==> src/rtl/key_press_menu_controller_unit_macros.svh <==
// Assertion helpers for the key press menu controller.
// Both expect clk and rst_n in the scope where they are used.
`ifndef KEY_PRESS_MENU_CONTROLLER_UNIT_MACROS_SVH
`define KEY_PRESS_MENU_CONTROLLER_UNIT_MACROS_SVH

// Consequent must hold in the same cycle as the antecedent.
`define KPMC_CHK_NOW(label, ante, cons, msg) \
  label: assert property (@(posedge clk) disable iff (!rst_n) (ante) |-> (cons)) \
    else $error(msg);

// Consequent must hold in the cycle after the antecedent.
`define KPMC_CHK_NEXT(label, ante, cons, msg) \
  label: assert property (@(posedge clk) disable iff (!rst_n) (ante) |=> (cons)) \
    else $error(msg);

`endif

==> src/rtl/kpmc_pkg.sv <==
package kpmc_pkg;

  localparam int NUM_KEYS = 4;
  localparam int CNT_W    = 16;

  localparam logic [CNT_W-1:0] CNT_MAX = 16'hFFFF;

  typedef enum logic [2:0] {
    MODE_MENU  = 3'd0,
    MODE_READY = 3'd1,
    MODE_RUN   = 3'd2,
    MODE_STOP  = 3'd3,
    MODE_FAULT = 3'd4
  } mode_t;

  localparam logic [1:0] FUNC_TICK  = 2'd0;
  localparam logic [1:0] FUNC_START = 2'd1;
  localparam logic [1:0] FUNC_FAULT = 2'd2;
  localparam logic [1:0] FUNC_DONE  = 2'd3;

  localparam logic [2:0] REG_LONG_PRESS   = 3'd0;
  localparam logic [2:0] REG_STARTUP_WIN  = 3'd1;
  localparam logic [2:0] REG_LOWEST_TASK  = 3'd2;
  localparam logic [2:0] REG_HIGHEST_TASK = 3'd3;
  localparam logic [2:0] REG_DEFAULT_TASK = 3'd4;
  localparam logic [2:0] REG_TARGET_LIMIT = 3'd5;
  localparam logic [2:0] REG_SENSOR_MASK  = 3'd6;

  localparam logic [15:0] LONG_PRESS_RST   = 16'd100;
  localparam logic [15:0] STARTUP_WIN_RST  = 16'd200;
  localparam logic [2:0]  LOWEST_TASK_RST  = 3'd0;
  localparam logic [2:0]  HIGHEST_TASK_RST = 3'd4;
  localparam logic [2:0]  DEFAULT_TASK_RST = 3'd0;
  localparam logic [6:0]  TARGET_LIMIT_RST = 7'd120;
  localparam logic [7:0]  SENSOR_MASK_RST  = 8'd25;

  typedef struct packed {
    logic [15:0] long_press_ticks;
    logic [15:0] startup_window_ticks;
    logic [2:0]  lowest_task;
    logic [2:0]  highest_task;
    logic [2:0]  default_task;
    logic [6:0]  target_limit;
    logic [7:0]  sensor_task_mask;
  } cfg_t;

  typedef struct packed {
    logic [1:0] func;
    logic [3:0] key_levels;
    logic [2:0] start_task_id;
  } item_t;

  typedef struct packed {
    logic [NUM_KEYS-1:0][CNT_W-1:0] cnt;
    logic [NUM_KEYS-1:0]            short_flags;
    logic [NUM_KEYS-1:0]            long_flags;
  } key_state_t;

  typedef struct packed {
    logic [2:0]        menu_state;
    logic [2:0]        selected_task;
    logic signed [7:0] target_pos;
    logic              adjust_window_open;
    logic              task_start_pulse;
    logic              task_stop_pulse;
    logic              pin_sensor_mode;
  } result_t;

endpackage

==> src/rtl/kpmc_key_scan.sv <==
module kpmc_key_scan (
  input  kpmc_pkg::key_state_t            ks_in,
  input  logic [kpmc_pkg::NUM_KEYS-1:0]   key_levels,
  input  logic [kpmc_pkg::NUM_KEYS-1:0]   scan_en,
  input  logic [kpmc_pkg::CNT_W-1:0]      long_press_ticks,
  output kpmc_pkg::key_state_t            ks_out
);

  always_comb begin
    logic [kpmc_pkg::CNT_W-1:0] inc;
    ks_out = ks_in;
    inc    = '0;
    for (int k = 0; k < kpmc_pkg::NUM_KEYS; k++) begin
      if (scan_en[k]) begin
        if (key_levels[k]) begin
          inc = (ks_in.cnt[k] == kpmc_pkg::CNT_MAX) ? ks_in.cnt[k]
                                                     : ks_in.cnt[k] + 16'd1;
          // reaching the threshold raises long and restarts, so a held key repeats
          if (inc == long_press_ticks) begin
            ks_out.long_flags[k] = 1'b1;
            ks_out.cnt[k]        = '0;
          end else begin
            ks_out.cnt[k] = inc;
          end
        end else begin
          if ((ks_in.cnt[k] != '0) && (ks_in.cnt[k] < long_press_ticks)) begin
            ks_out.short_flags[k] = 1'b1;
          end
          ks_out.cnt[k] = '0;
        end
      end
    end
  end

endmodule

==> src/rtl/kpmc_core.sv <==
`include "key_press_menu_controller_unit_macros.svh"

module kpmc_core (
  input  logic              clk,
  input  logic              rst_n,
  input  logic              en,
  input  kpmc_pkg::item_t   item,
  input  kpmc_pkg::cfg_t    cfg,
  output kpmc_pkg::result_t res
);

  kpmc_pkg::key_state_t ks_r, ks_scan, ks_nxt;
  kpmc_pkg::mode_t      mode_r, mode_nxt;
  logic [2:0]           task_r, task_nxt;
  logic signed [7:0]    tgt_r, tgt_nxt;
  logic [15:0]          boot_r, boot_nxt;
  logic                 window_r, window_nxt;
  logic                 pin_r, pin_nxt;
  logic                 start_pls, stop_pls;
  logic [kpmc_pkg::NUM_KEYS-1:0] scan_en;

  function automatic logic signed [7:0] clamp_tgt(input logic signed [8:0] v,
                                                  input logic [6:0] lim);
    logic signed [8:0] lim_s;
    logic signed [8:0] r;
    lim_s = $signed({2'b00, lim});
    r     = v;
    if (r < -lim_s) r = -lim_s;
    if (r > lim_s)  r = lim_s;
    return r[7:0];
  endfunction

  // only key 1 is scanned while a task runs
  assign scan_en = {{(kpmc_pkg::NUM_KEYS-1){mode_r != kpmc_pkg::MODE_RUN}}, 1'b1};

  kpmc_key_scan u_key_scan (
    .ks_in            (ks_r),
    .key_levels       (item.key_levels),
    .scan_en          (scan_en),
    .long_press_ticks (cfg.long_press_ticks),
    .ks_out           (ks_scan)
  );

  always_comb begin
    logic [kpmc_pkg::NUM_KEYS-1:0] sf;
    logic [kpmc_pkg::NUM_KEYS-1:0] lf;
    logic                          flush;
    mode_nxt   = mode_r;
    task_nxt   = task_r;
    tgt_nxt    = tgt_r;
    boot_nxt   = boot_r;
    window_nxt = window_r;
    pin_nxt    = pin_r;
    ks_nxt     = ks_r;
    start_pls  = 1'b0;
    stop_pls   = 1'b0;
    flush      = 1'b0;
    sf         = ks_scan.short_flags;
    lf         = ks_scan.long_flags;

    unique case (item.func)
      kpmc_pkg::FUNC_TICK: begin
        boot_nxt = (boot_r == kpmc_pkg::CNT_MAX) ? boot_r : boot_r + 16'd1;
        if (boot_nxt >= cfg.startup_window_ticks) window_nxt = 1'b0;

        unique case (mode_r)
          kpmc_pkg::MODE_MENU: begin
            if (sf[0] && (task_r < cfg.highest_task)) task_nxt = task_r + 3'd1;
            sf[0] = 1'b0;
            if (lf[0]) begin
              mode_nxt = kpmc_pkg::MODE_READY;
              flush    = 1'b1;
            end else begin
              if (sf[1] && (task_nxt > cfg.lowest_task)) task_nxt = task_nxt - 3'd1;
              sf[1] = 1'b0;
              if (lf[1]) begin
                task_nxt = cfg.default_task;
                tgt_nxt  = '0;
                lf[1]    = 1'b0;
              end
              if (window_nxt) begin
                if (sf[2]) begin
                  tgt_nxt = clamp_tgt($signed({tgt_nxt[7], tgt_nxt}) + 9'sd1,
                                      cfg.target_limit);
                  sf[2]   = 1'b0;
                end
                if (sf[3]) begin
                  tgt_nxt = clamp_tgt($signed({tgt_nxt[7], tgt_nxt}) - 9'sd1,
                                      cfg.target_limit);
                  sf[3]   = 1'b0;
                end
              end
            end
          end
          kpmc_pkg::MODE_READY: begin
            if (sf[0]) begin
              start_pls = 1'b1;
            end else if (sf[1]) begin
              mode_nxt = kpmc_pkg::MODE_MENU;
              flush    = 1'b1;
            end else begin
              lf[0] = 1'b0;
            end
          end
          kpmc_pkg::MODE_RUN: begin
            if (lf[0] || sf[2]) begin
              stop_pls = 1'b1;
              pin_nxt  = 1'b0;
              mode_nxt = kpmc_pkg::MODE_STOP;
              flush    = 1'b1;
            end
          end
          kpmc_pkg::MODE_STOP: begin
            if (sf[0]) begin
              mode_nxt = kpmc_pkg::MODE_READY;
              flush    = 1'b1;
            end else if (sf[1]) begin
              mode_nxt = kpmc_pkg::MODE_MENU;
              flush    = 1'b1;
            end
          end
          kpmc_pkg::MODE_FAULT: begin
            if (sf[0]) begin
              mode_nxt = kpmc_pkg::MODE_READY;
              flush    = 1'b1;
            end else if (lf[1]) begin
              mode_nxt = kpmc_pkg::MODE_MENU;
              flush    = 1'b1;
            end
          end
          default: ;
        endcase
        ks_nxt = '{cnt: ks_scan.cnt, short_flags: sf, long_flags: lf};
      end
      kpmc_pkg::FUNC_START: begin
        // drop a start whose id lies outside the selectable range
        if ((item.start_task_id >= cfg.lowest_task) &&
            (item.start_task_id <= cfg.highest_task)) begin
          task_nxt  = item.start_task_id;
          start_pls = 1'b1;
        end
      end
      kpmc_pkg::FUNC_FAULT: begin
        if (mode_r == kpmc_pkg::MODE_RUN) begin
          stop_pls = 1'b1;
          pin_nxt  = 1'b0;
        end
        mode_nxt = kpmc_pkg::MODE_FAULT;
        flush    = 1'b1;
      end
      kpmc_pkg::FUNC_DONE: begin
        if (mode_r == kpmc_pkg::MODE_RUN) begin
          pin_nxt  = 1'b0;
          mode_nxt = kpmc_pkg::MODE_STOP;
        end
      end
      default: ;
    endcase

    if (start_pls) begin
      if (cfg.sensor_task_mask[task_nxt]) pin_nxt = 1'b1;
      mode_nxt = kpmc_pkg::MODE_RUN;
      flush    = 1'b1;
    end

    if (flush) ks_nxt = '0;
  end

  always_ff @(posedge clk) begin
    if (!rst_n) begin
      mode_r <= kpmc_pkg::MODE_MENU;
    end else if (en) begin
      mode_r <= mode_nxt;
    end
  end

  always_ff @(posedge clk) begin
    if (!rst_n) begin
      ks_r     <= '0;
      task_r   <= kpmc_pkg::DEFAULT_TASK_RST;
      tgt_r    <= '0;
      boot_r   <= '0;
      window_r <= 1'b1;
      pin_r    <= 1'b0;
    end else if (en) begin
      ks_r     <= ks_nxt;
      task_r   <= task_nxt;
      tgt_r    <= tgt_nxt;
      boot_r   <= boot_nxt;
      window_r <= window_nxt;
      pin_r    <= pin_nxt;
    end
  end

  assign res = '{
    menu_state:         mode_nxt,
    selected_task:      task_nxt,
    target_pos:         tgt_nxt,
    adjust_window_open: window_nxt,
    task_start_pulse:   start_pls,
    task_stop_pulse:    stop_pls,
    pin_sensor_mode:    pin_nxt
  };

  `KPMC_CHK_NOW(a_pulse_excl, en, !(start_pls && stop_pls), "start and stop pulse together")
  `KPMC_CHK_NEXT(a_start_runs, en && start_pls, mode_r == kpmc_pkg::MODE_RUN, "start did not enter running")
  `KPMC_CHK_NEXT(a_window_stays_shut, !window_r, !window_r, "adjust window reopened")
  `KPMC_CHK_NEXT(a_run_no_scan, en && (mode_r == kpmc_pkg::MODE_RUN) && (item.func == kpmc_pkg::FUNC_TICK), (ks_r.cnt[1] == $past(ks_r.cnt[1])) || (ks_r.cnt[1] == '0), "key 2 scanned while running")

endmodule

==> src/rtl/key_press_menu_controller_unit.sv <==
// An accepted input item is held in the input register, goes through one logic pass and
// is captured in the result register once that register is free or being drained.
// Throughput: one item per cycle when not stalled; the menu state updates in that single pass.
// A stalled result register holds its item while the input register still takes one more.
// Reset (rst_n, synchronous, active low) restores configuration registers, counters, flags
// and menu to their reset values; both channels come up empty.
module key_press_menu_controller_unit (
  input  logic        clk,
  input  logic        rst_n,
  // configuration write port
  input  logic        cfg_wr_en,
  input  logic [2:0]  cfg_index,
  input  logic [15:0] cfg_wdata,
  // input items
  input  logic        in_tvalid,
  output logic        in_tready,
  input  logic [7:0]  in_tdata,   // [3:0] key_levels, [6:4] start_task_id, [7] zero
  input  logic [1:0]  in_tuser,   // [1:0] func
  // result items
  output logic        out_tvalid,
  input  logic        out_tready,
  output logic [23:0] out_tdata   // [2:0] menu_state, [5:3] selected_task, [13:6] target_pos,
                                  // [14] adjust_window_open, [15] task_start_pulse,
                                  // [16] task_stop_pulse, [17] pin_sensor_mode, [23:18] zero
);

  kpmc_pkg::cfg_t    cfg_r;
  kpmc_pkg::item_t   item_r;
  kpmc_pkg::result_t res, res_r;
  logic              in_valid_r;
  logic              out_valid_r;
  logic              advance;

  always_ff @(posedge clk) begin
    if (!rst_n) begin
      cfg_r <= '{
        long_press_ticks:     kpmc_pkg::LONG_PRESS_RST,
        startup_window_ticks: kpmc_pkg::STARTUP_WIN_RST,
        lowest_task:          kpmc_pkg::LOWEST_TASK_RST,
        highest_task:         kpmc_pkg::HIGHEST_TASK_RST,
        default_task:         kpmc_pkg::DEFAULT_TASK_RST,
        target_limit:         kpmc_pkg::TARGET_LIMIT_RST,
        sensor_task_mask:     kpmc_pkg::SENSOR_MASK_RST
      };
    end else if (cfg_wr_en) begin
      unique case (cfg_index)
        kpmc_pkg::REG_LONG_PRESS:   cfg_r.long_press_ticks     <= cfg_wdata;
        kpmc_pkg::REG_STARTUP_WIN:  cfg_r.startup_window_ticks <= cfg_wdata;
        kpmc_pkg::REG_LOWEST_TASK:  cfg_r.lowest_task          <= cfg_wdata[2:0];
        kpmc_pkg::REG_HIGHEST_TASK: cfg_r.highest_task         <= cfg_wdata[2:0];
        kpmc_pkg::REG_DEFAULT_TASK: cfg_r.default_task         <= cfg_wdata[2:0];
        kpmc_pkg::REG_TARGET_LIMIT: cfg_r.target_limit         <= cfg_wdata[6:0];
        kpmc_pkg::REG_SENSOR_MASK:  cfg_r.sensor_task_mask     <= cfg_wdata[7:0];
        default: ;
      endcase
    end
  end

  // process the held item when the result register is free or being drained
  assign advance   = in_valid_r && (!out_valid_r || out_tready);
  assign in_tready = !in_valid_r || advance;

  always_ff @(posedge clk) begin
    if (!rst_n) begin
      in_valid_r <= 1'b0;
    end else if (in_tready) begin
      in_valid_r <= in_tvalid;
    end
  end

  always_ff @(posedge clk) begin
    if (in_tvalid && in_tready) begin
      item_r <= '{func: in_tuser, key_levels: in_tdata[3:0], start_task_id: in_tdata[6:4]};
    end
  end

  kpmc_core u_core (
    .clk   (clk),
    .rst_n (rst_n),
    .en    (advance),
    .item  (item_r),
    .cfg   (cfg_r),
    .res   (res)
  );

  always_ff @(posedge clk) begin
    if (!rst_n) begin
      out_valid_r <= 1'b0;
    end else if (advance) begin
      out_valid_r <= 1'b1;
    end else if (out_tready) begin
      out_valid_r <= 1'b0;
    end
  end

  always_ff @(posedge clk) begin
    if (advance) begin
      res_r <= res;
    end
  end

  assign out_tvalid = out_valid_r;
  assign out_tdata  = {6'd0, res_r.pin_sensor_mode, res_r.task_stop_pulse,
                       res_r.task_start_pulse, res_r.adjust_window_open, res_r.target_pos,
                       res_r.selected_task, res_r.menu_state};

endmodule

==> config.mk <==
export PLATFORM = sky130hd
export DESIGN_NAME = key_press_menu_controller_unit
export DESIGN_NICKNAME = d
export VERILOG_FILES = /design/src/rtl/kpmc_pkg.sv /design/src/rtl/kpmc_key_scan.sv /design/src/rtl/kpmc_core.sv /design/src/rtl/key_press_menu_controller_unit.sv
export VERILOG_INCLUDE_DIRS = /design/src /design/src/rtl
export SDC_FILE = /design/constraint.sdc
export NUM_CORES = 1
export LEC_CHECK = 0
export BUFFER_PORTS_ARGS = -buffer_cell sky130_fd_sc_hd__buf_4
export CAP_MARGIN = 10
export CORE_MARGIN = 2
export CORE_UTILIZATION = 40
export DETAILED_ROUTE_END_ITERATION = 8
export GPL_TIMING_DRIVEN = 0
export PLACE_DENSITY_LB_ADDON = 0.1
export SETUP_SLACK_MARGIN = 0.3
export SYNTH_ARGS = -nofsm -noshare
export SYNTH_HDL_FRONTEND = slang
export SYNTH_SLANG_ARGS = --single-unit
==> constraint.sdc <==
create_clock -name clk -period 13 [get_ports clk]
set_input_delay 1.3 -clock clk [delete_from_list [all_inputs] [get_ports clk]]
set_output_delay 1.3 -clock clk [all_outputs]
set_load 0.005 [all_outputs]
# Word level (Yosys, flattened, before mapping)
# Cells that the tools add are included.
# op_classes
add_sub_neg	10
n_lt_le_gt_ge	14
eq_ne	23
mux	126
reduce_logical	35
# op_table
cell	n
16-bit two-way mux	16
72-bit two-way mux	2
8-bit two-way mux	16
9-bit two-way mux	12
16-bit by 1-bit adder with 16-bit output, second input constant	5
16-bit equality test, second input constant	5
16-bit equality test	4
16-bit less-than comparator	4
16-bit nonzero test	4
3-bit two-way mux	18
1-bit two-way mux	51
9-bit by 8-bit greater-than comparator with 1-bit output	2
9-bit less-than comparator	2
2-bit AND reduction	9
16-bit greater-or-equal comparator	1
3-bit case mux with 5 select lines	1
3-bit by 2-bit equality test with 1-bit output, second input constant	4
3-bit equality test, second input constant	4
8-bit by 2-bit adder with 9-bit output, second input constant	1
1-bit logical AND	9
7-bit negation with 9-bit output	1
3-bit case mux with 3 select lines	1
8-bit by 2-bit subtractor with 9-bit output, second input constant	1
1-bit case mux with 2 select lines	4
other kinds (23)	31
# word_totals
regBits	187
input_bits	34
wordCells	239

# Depth between registers and ports, before layout
# Gate-level depths: netlist of run 1.
# depth
ltp_word	40
mapped_depth	72
ltp_nobuf	69

# Modules after synthesis
# Synthesis of run 1 repeated with hierarchy kept, for this count alone.
# hier_totals
cells_unflattened	2108
area_unflattened_um2	16826.1
# modules_own_cells
module	instances	cells_per_inst	area_each_um2
kpmc_core	1	922	7613.6
kpmc_key_scan	1	924	6044.5
key_press_menu_controller_unit	1	262	3168.0

# Worst setup path after synthesis of run 1
# OpenSTA, ideal clock, no wires.
# synth_timing
path_type	reg2reg
start	reg u_core.ks_r[25] in the netlist's numbering
end	reg res_r (netlist bit out_tdata[8]), data pin
setup_time_ns	0.260
t_arrival_ns	12.297
slack_ns	0.443
path_stages_with_launch	70
period_less_slack_ns	12.557
cell_sequence	dfxtp_1 ha_1 nand3_1 nor4_1 mux2i_1 xnor2_1 and4_1 and4_1 buf_6 nor2_2 clkbuf_1 and2_1 ha_1 nand3_1 nor2_1 nand2_1 nand2_1 nor2_1 (+34 left out) a31oi_2 clkbuf_1 mux2i_1 ha_1 nor2b_1 o21a_1 o21ai_0 nand2b_1 a21oi_1 nor2b_1 o21ai_0 a21oi_1 nand2b_1 a21oi_1 inv_1 a21oi_1 o31ai_1 mux2_2
# synth_lines
element	line_no	rtl
from (decl)	kpmc_core.sv:12	kpmc_pkg::key_state_t ks_r, ks_scan, ks_nxt;
from (signal assigned)	kpmc_core.sv:186	ks_r <= ks_nxt;
to (signal assigned)	key_press_menu_controller_unit.sv:98	res_r <= res;
to (decl)	key_press_menu_controller_unit.sv:29	kpmc_pkg::result_t res, res_r;

==> results of run 1 <==
-- synth_stat cells, drive strengths merged, types with 19 or more instances --
cell type and count:
and3 22, a21o 40, o211ai 19, nor2b 63, nand2b 31, a21oi 100
inv 89, xnor2 88, a21boi 64, or3 21, nor2 122, dfxtp 160
nor3 53, xor2 30, buf 35, nor4 30, and2 33, nand3 88
mux2i 24, ha 131, clkbuf 97, nand4 37, o21ai 135, edfxtp 27
a31oi 29, nand2 228
-- final timing paths --
kind,endpoint,cells past startpoint,from
worst min-delay path,cfg_r[34],2,cfg_r[34]
worst max-delay path,out_tdata[8],67,u_core.ks_r[30]
worst max register to register,out_tdata[8],67,u_core.ks_r[30]
worst min register to register,cfg_r[34],2,cfg_r[34]
-- repair_timing --
action                                  4_1_cts  5_1_grt
gates resized for setup                      62       78
pin swaps                                    13       28
endpoints found under the setup margin       16       14
setup buffers                                16       26
-- power by group through the flow --
stage	combinational (mW)	sequential, mW	clock [mW]
6_report	0.264	0.605	0.553
5_1_grt	0.286	0.607	0.587
3_5_place_dp	0.232	0.619	0
3_3_place_gp	0.230	0.619	0
2_1_floorplan	0.153	0.616	0
4_1_cts	0.248	0.605	0.567
-- final cells by class --
cell class	instances	area, sq um	share of cell area, %
Clock inverter	12	125	0.691
Sequential cell	187	4040	22.3
Multi-Input combinational cell	1599	11100	61.3
Buffer	132	652	3.60
Tap cell	518	648	3.58
Inverter	91	345	1.91
Clock buffer	19	464	2.56
Timing Repair Buffer	96	737	4.07
-- metal layers --
layer | global-route usage (%) | share of wire, % | vias up
met5 | 0 | 0 | -
met1 | 38.0 | 46 | 7329
met3 | 5.49 | 6.8 | 87
met4 | 9.59 | 2.8 | 0
met2 | 43.7 | 45 | 533
li1 | - | - | 7431
-- per-stage QoR --
| step | total power, mW | utilization (%) | hold slack (ns) | std cells |
|---|---|---|---|---|
| 6_report | 1.42 | 47.0 | 0.467 | 2654 |
| 5_1_grt | 1.48 | 47.0 | 0.496 | 2654 |
| 4_1_cts | 1.42 | 45.7 | 0.471 | 2627 |
| 3_5_place_dp | 0.851 | 43.2 | 0.458 | 2580 |
| 3_3_place_gp | 0.849 | 43.2 | 0.448 | 2578 |
| 2_1_floorplan | 0.769 | - | 0.435 | 2009 |
-- cell usage in the layout (no fill, tap or decap), drive strengths merged, types with 9 or more instances in the layout --
| cell | instances |
|---|---|
| mux2i | 24 |
| mux2 | 11 |
| o21a | 16 |
| nand2b | 31 |
| a211oi | 16 |
| clkbuf | 116 |
| nor2b | 63 |
| ha | 131 |
| nor3 | 53 |
| xor2 | 30 |
| or3 | 21 |
| o21ai | 135 |
| and3 | 22 |
| nor3b | 16 |
| nor4 | 30 |
| and4 | 13 |
| o31ai | 9 |
| xnor2 | 88 |
| nand3 | 88 |
| a21boi | 64 |
| a31oi | 29 |
| dfxtp | 160 |
| o211ai | 19 |
| a21oi | 100 |
| a21o | 40 |
| nor2 | 122 |
| and2 | 33 |
| nand2 | 228 |
| edfxtp | 27 |
| or2 | 10 |
| inv | 96 |
| buf | 131 |
| nand4 | 37 |
-- state kept, by name, indices dropped and copies added (netlist names) --
| register | flops |
|---|---|
| item_r | 9 |
| u_core.mode_r | 3 |
| u_core.window_r | 1 |
| in_valid_r | 1 |
| u_core.boot_r | 16 |
| u_core.pin_r | 1 |
| out_tdata | 18 |
| cfg_r | 56 |
| u_core.task_r | 3 |
| out_tvalid | 1 |
| u_core.tgt_r | 8 |
| u_core.ks_r | 70 |
-- worst min-delay path, delay by kind of cell, from the launching register on --
kind	cells	cell delay (ns)
DFF	1	0.31
AOI/OAI and AO/OA	1	0.06
and+or+nand+nor	1	0.05
-- logic make-up after synthesis --
kind of cell / synth area share (%)
buffers and inverters: 5.84
adder cells (fa/ha/maj): 10.5
XOR/XNOR: 6.63
flip-flops: 25.7
AO/OA/AOI/OAI: 22.4
multiplexers: 2.70
AND/OR/NAND/NOR: 26.2
other: 0.0240
==> metrics.md, run 1 <==
| Metric | Value |
|---|---|
| All-Layer GR Usage | 27.8% |
| RSZ-0062 raised after global routing | false |
| Clk_skew | 0.0155 ns |
| Startpoint types | flip-flop |
| Switching share of power | 30.5% |
| Number of library cell types mapped by synthesis | 99 |
| CTS tree | built |
| Post-DP HPWL | 42600 microns |
| Combinational power share | 18.6% |
| Die height | 201 microns |
| Final Setup Violations | 0 |
| Drt via density | 5.80 |
| IO Count | 60 |
| Post-DRT Antenna Nets | 0 |
| Pint | 0.989 mW |
| Largest net degree at the start of global routing | 20 |
| Number of flops mapped to enable cells by yosys | 27 |
| CTS Buf Count | 17 |
| Status | finished clean |
| Initial core utilization | 40.4% |
| Max-slew headroom | 13.3% |
| Required @ worst endpoint | 13.24 ns |
| Syn Area/Cell | 7.78 sq um |
| Skew-Pair Late Insertion Delay | 0.50 ns |
| Mapped Cells | 2004 |
| Final Critical Period | 12.15 ns |
| Pins over their slew limit | 0 |
| YS warnings | 0 |
| Post-route DRC | 0 |
| Vias | 15400 |
| Layout cells sized above 1 | 13.4% |
| CP top delay family | compound AO/OA/AOI/OAI gates |
| Critical Path End Type | flip-flop |
| Setup Crit Path Kind | flip-flop to flip-flop |
| First-pass GRT wire length | 86000 microns |
| Max VDD drop | 0.110 mV |
| Global route overflow | 0 |
| Max-cap violations | 0 |
| DIE AREA | 40600 sq um |
| Delay of the slowest cell on the worst path | 0.57 ns |
| Net count, final | 2289 |
| Final wirelength | 56700 microns |
| Critical-path maximum fanout | 8 |
| Initial antenna violation count | 1 |
| Post-synth ARST share | 0% |
| Slowest CP cell | or4b_4 |
| Die width | 201 microns |
| Gpl congestion | 0.954 |
| Most used cell, CP | a21oi_2 |
| Vias in the first global route | 14300 |
| Htree depth | 4 |
| Clock root cell | clkbuf_16 |
| CTS Buffer Depth | 2 |
| Clock share of power | 38.9% |
| DR pass1 iterations | 5 |
| Hold crit path type | flip-flop to flip-flop |
| Crit path DAT | 12.39 ns |
| Ys flop type | dfxtp_1 |
| Sequential-to-total area share from yosys stat | 25.7% |
| Routed length per instance | 21.4 microns |
| Worst reg2reg setup slack | 0.85 ns |
| Port Buf Inserts | 51 |
| Sequential Power Share | 42.5% |
| Hold-fix buffers at CTS | 0 |
| Worst Tran Pin Value | 1.30 ns |
| WP buf/inv | 7 |
| # rows | 72 |
| # clock sinks | 187 |
| P_leak | 7.02 nW |
| Place WS | -2.50 ns |
| Final WS setup | 0.852 ns |
| Placed inst area | 16700 sq um |
| Post-route setup TNS | 0 ns |
| Synth top area cells | dfxtp_1 (21%), ha_1 (11%), nand2_1 (5.5%) |
| Switching Power | 0.434 mW |
| Design area | 18100 sq um |
| Synth area leader | dfxtp_1 |
| PwrDens | 78.5 nW/um^2 |
| Maximum clock frequency | 0.0823 GHz |
| Area share of the largest cell type after synthesis | 20.5% |
| Reg clk slew, reported paths | 0.08 ns |
| Final Hold Viols | 0 |
| Synthesis-to-finish area growth | 16.2% |
| #FFs+latches synth | 187 |
| Mapped Area | 15600 sq um |
| Core box area | 38600 sq um |
| Antenna diodes | 0 |
| FILL cells | 3981 |
| Drt initial violations | 1224 |
| Period utilization | 93.4% |
Note: power is estimated with default switching activity, not from simulation.
==> inputs of run 2 (changes only) <==
--- a/config.mk
+++ b/config.mk
@@ -6,6 +6,7 @@
 export SDC_FILE = /design/constraint.sdc
 export NUM_CORES = 1
 export LEC_CHECK = 0
+export ABC_AREA = 1
 export BUFFER_PORTS_ARGS = -buffer_cell sky130_fd_sc_hd__buf_4
 export CAP_MARGIN = 10
 export CORE_MARGIN = 2
==> constraint.sdc (replaced) <==
create_clock -name clk -period 13 [get_ports clk]
set_input_delay 3.9 -clock clk [delete_from_list [all_inputs] [get_ports clk]]
set_output_delay 3.9 -clock clk [all_outputs]
set_load 0.005 [all_outputs]
==> metrics.md, run 2 <==
| Metric | Value |
|---|---|
| Post-DRT Antenna Nets | 0 |
| Routed length per instance | 18.8 microns |
| DIE AREA | 38400 sq um |
| IO Count | 60 |
| Synth Area in Compound Gates | 18.4% |
| First-pass GRT wire length | 80200 microns |
| Max VDD drop | 0.0919 mV |
| Final WS setup | 1.60 ns |
| CTS Buf Count | 17 |
| Final wirelength | 51300 microns |
| Core box area | 36400 sq um |
| Global route overflow | 0 |
| Period utilization | 87.7% |
| Number of library cell types mapped by synthesis | 67 |
| Maximum clock frequency | 0.0877 GHz |
| Crit path DAT | 11.62 ns |
| Layout cells sized above 1 | 7.54% |
| Required @ worst endpoint | 13.21 ns |
| Vias | 15000 |
| Status | finished clean |
| Die height | 196 microns |
| Startpoint types | flip-flop |
| Largest family of logic cells by synthesized area | simple AND/OR/NAND/NOR gates |
| Final Critical Period | 11.40 ns |
| # clock sinks | 187 |
| Synthesis-to-finish area growth | 10.8% |
| Post-Synth Simple-Gate Area | 28.0% |
| Max-slew headroom | 34.5% |
| Htree depth | 4 |
| Top reg by flops | u_core.ks_r |
| # rows | 70 |
| Place WS | 1.70 ns |
| Syn Area/Cell | 6.81 sq um |
| CTS Buffer Depth | 2 |
| Fin Hold WS | 0.466 ns |
| Number of flops mapped to enable cells by yosys | 27 |
| Drt initial violations | 966 |
| Antenna diodes | 0 |
| P_leak | 7.35 nW |
| Initial core utilization | 40.5% |
| Most common cell after layout, fill and taps aside | nand2_1 |
| Skew-Pair Late Insertion Delay | 0.46 ns |
| Mapped Area | 14800 sq um |
| Final Setup Violations | 0 |
| Area share of the largest cell type after synthesis | 21.7% |
| Worst Tran Pin Value | 0.978 ns |
| Pins over their slew limit | 0 |
| Synth top area cells | dfxtp_1 (22%), ha_1 (11%), nand2_1 (10%) |
| Clock root cell | clkbuf_16 |
| Post-synth top cells | nand2_1 (409), inv_1 (285), nor2_1 (189), o21ai_0 (179), a21oi_1 (176) |
| Initial antenna violation count | 0 |
| YS warnings | 0 |
| Mapped Cells | 2166 |
| CTS tree | built |
| Most frequent cell after synthesis | nand2_1 |
| Most frequent cells in the layout | nand2_1 (409), inv_1 (285), nor2_1 (189) |
| Slowest CP cell | dfxtp_1 |
| Drt via density | 5.49 |
| Post-route setup TNS | 0 ns |
| Vias in the first global route | 14100 |
| Setup Buffers After CTS | 0 |
| Clk_skew | 0.0146 ns |
| PwrDens | 108 nW/um^2 |
| Setup Crit Path Kind | flip-flop to flip-flop |
| Most used cell, CP | nand2_1 |
| Post-synthesis xor/xnor area fraction | 5.52% |
| Post-DP HPWL | 40000 microns |
| Gpl congestion | 0.952 |
| Max reg flops | 70 |
| Post-route DRC | 0 |
| RSZ-0062 raised after global routing | false |
| Ys flop type | dfxtp_1 |
| Port Buf Inserts | 52 |
| Largest net degree at the start of global routing | 28 |
| Max-cap violations | 0 |
| Sequential-to-total area share from yosys stat | 27.2% |
| Placed inst area | 15800 sq um |
| Design area | 16300 sq um |
| All-Layer GR Usage | 26.9% |
| Synth area leader | dfxtp_1 |
| Delay of the slowest cell on the worst path | 0.50 ns |
| Critical Path End Type | flip-flop |
| #FFs+latches synth | 187 |
| Critical-path maximum fanout | 10 |
| Die width | 196 microns |
| PostCTS Resize Cnt | 0 |
| FILL cells | 3884 |
| Reg clk slew, reported paths | 0.08 ns |
| Net count, final | 2408 |
| Post-synthesis mux area share | 0% |
| Hold-fix buffers at CTS | 0 |
| DR pass1 iterations | 5 |
| Post-synth ARST share | 0% |
| Hold crit path type | flip-flop to flip-flop |
| Final Hold Viols | 0 |
| Adder-cell area share of the yosys netlist | 11.1% |
[run 2: where the power goes]
group / total (mW) / internal [mW] / switching, mW / leakage, nW
Sequential: 0.651 / 0.616 / 0.0348 / 1.56
Combinational: 0.568 / 0.193 / 0.375 / 5.49
Clock: 0.545 / 0.278 / 0.267 / 0.295
Total: 1.76 / 1.09 / 0.677 / 7.35
[run 2: area by class of cell]
type / count / area, sq um / area share, %
flip-flops and latches: 187 / 4010 / 24.6
plain buffers: 66 / 308 / 1.88
clock buffers: 18 / 439 / 2.69
multi-input cells: 1620 / 9330 / 57.1
repair buffers: 53 / 398 / 2.43
inverters: 298 / 1120 / 6.84
clock inverters: 14 / 151 / 0.926
well taps: 468 / 586 / 3.58
[run 2: critical path, delay by kind of cell (launching register included)]
| kind | cells | cell delay (ns) |
|---|---|---|
| compound gates | 15 | 2.89 |
| flops | 1 | 0.50 |
| buf+inv | 5 | 0.56 |
| simple gates | 41 | 4.63 |
| xor+xnor | 2 | 0.53 |
| fa+ha+maj | 7 | 1.98 |
[run 2: worst paths after layout]
path	from	end	slack, ns	depth (start not counted)
max	u_core.ks_r[24]	out_tdata[9]	1.60	70
min	u_core.ks_r[5]	u_core.ks_r[5]	0.47	2
max reg2reg	u_core.ks_r[24]	out_tdata[9]	1.60	70
min reg2reg	u_core.ks_r[5]	u_core.ks_r[5]	0.47	2
[run 2: cells by family after synthesis]
family | Yosys count
AO/OA/AOI/OAI | 479
AND/OR/NAND/NOR | 911
buffers and inverters | 364
XOR/XNOR | 93
flip-flops | 187
other | 1
adder cells (fa/ha/maj) | 131
[run 2: per-stage QoR]
| stage | utilization, % | cells | power (mW) |
|---|---|---|---|
| after floorplan | - | 2171 | 1.05 |
| after CTS | 44.8 | 2723 | 1.77 |
| final | 44.9 | 2724 | 1.76 |
| after detailed placement | 43.2 | 2691 | 1.22 |
| after global routing | 44.9 | 2724 | 1.87 |
| after global placement | 43.2 | 2691 | 1.22 |
[run 2: per-layer routing]
metal  wire, microns  track usage, %  part of all wire [%]  vias to the layer above
li1                -               -                     -                     7472
met1           23600            36.3                    46                     7011
met2           23400            44.1                    46                      391
met3            2630            3.58                   5.1                       81
met4            1720            9.71                   3.3                        0
met5               0               0                     0                        -
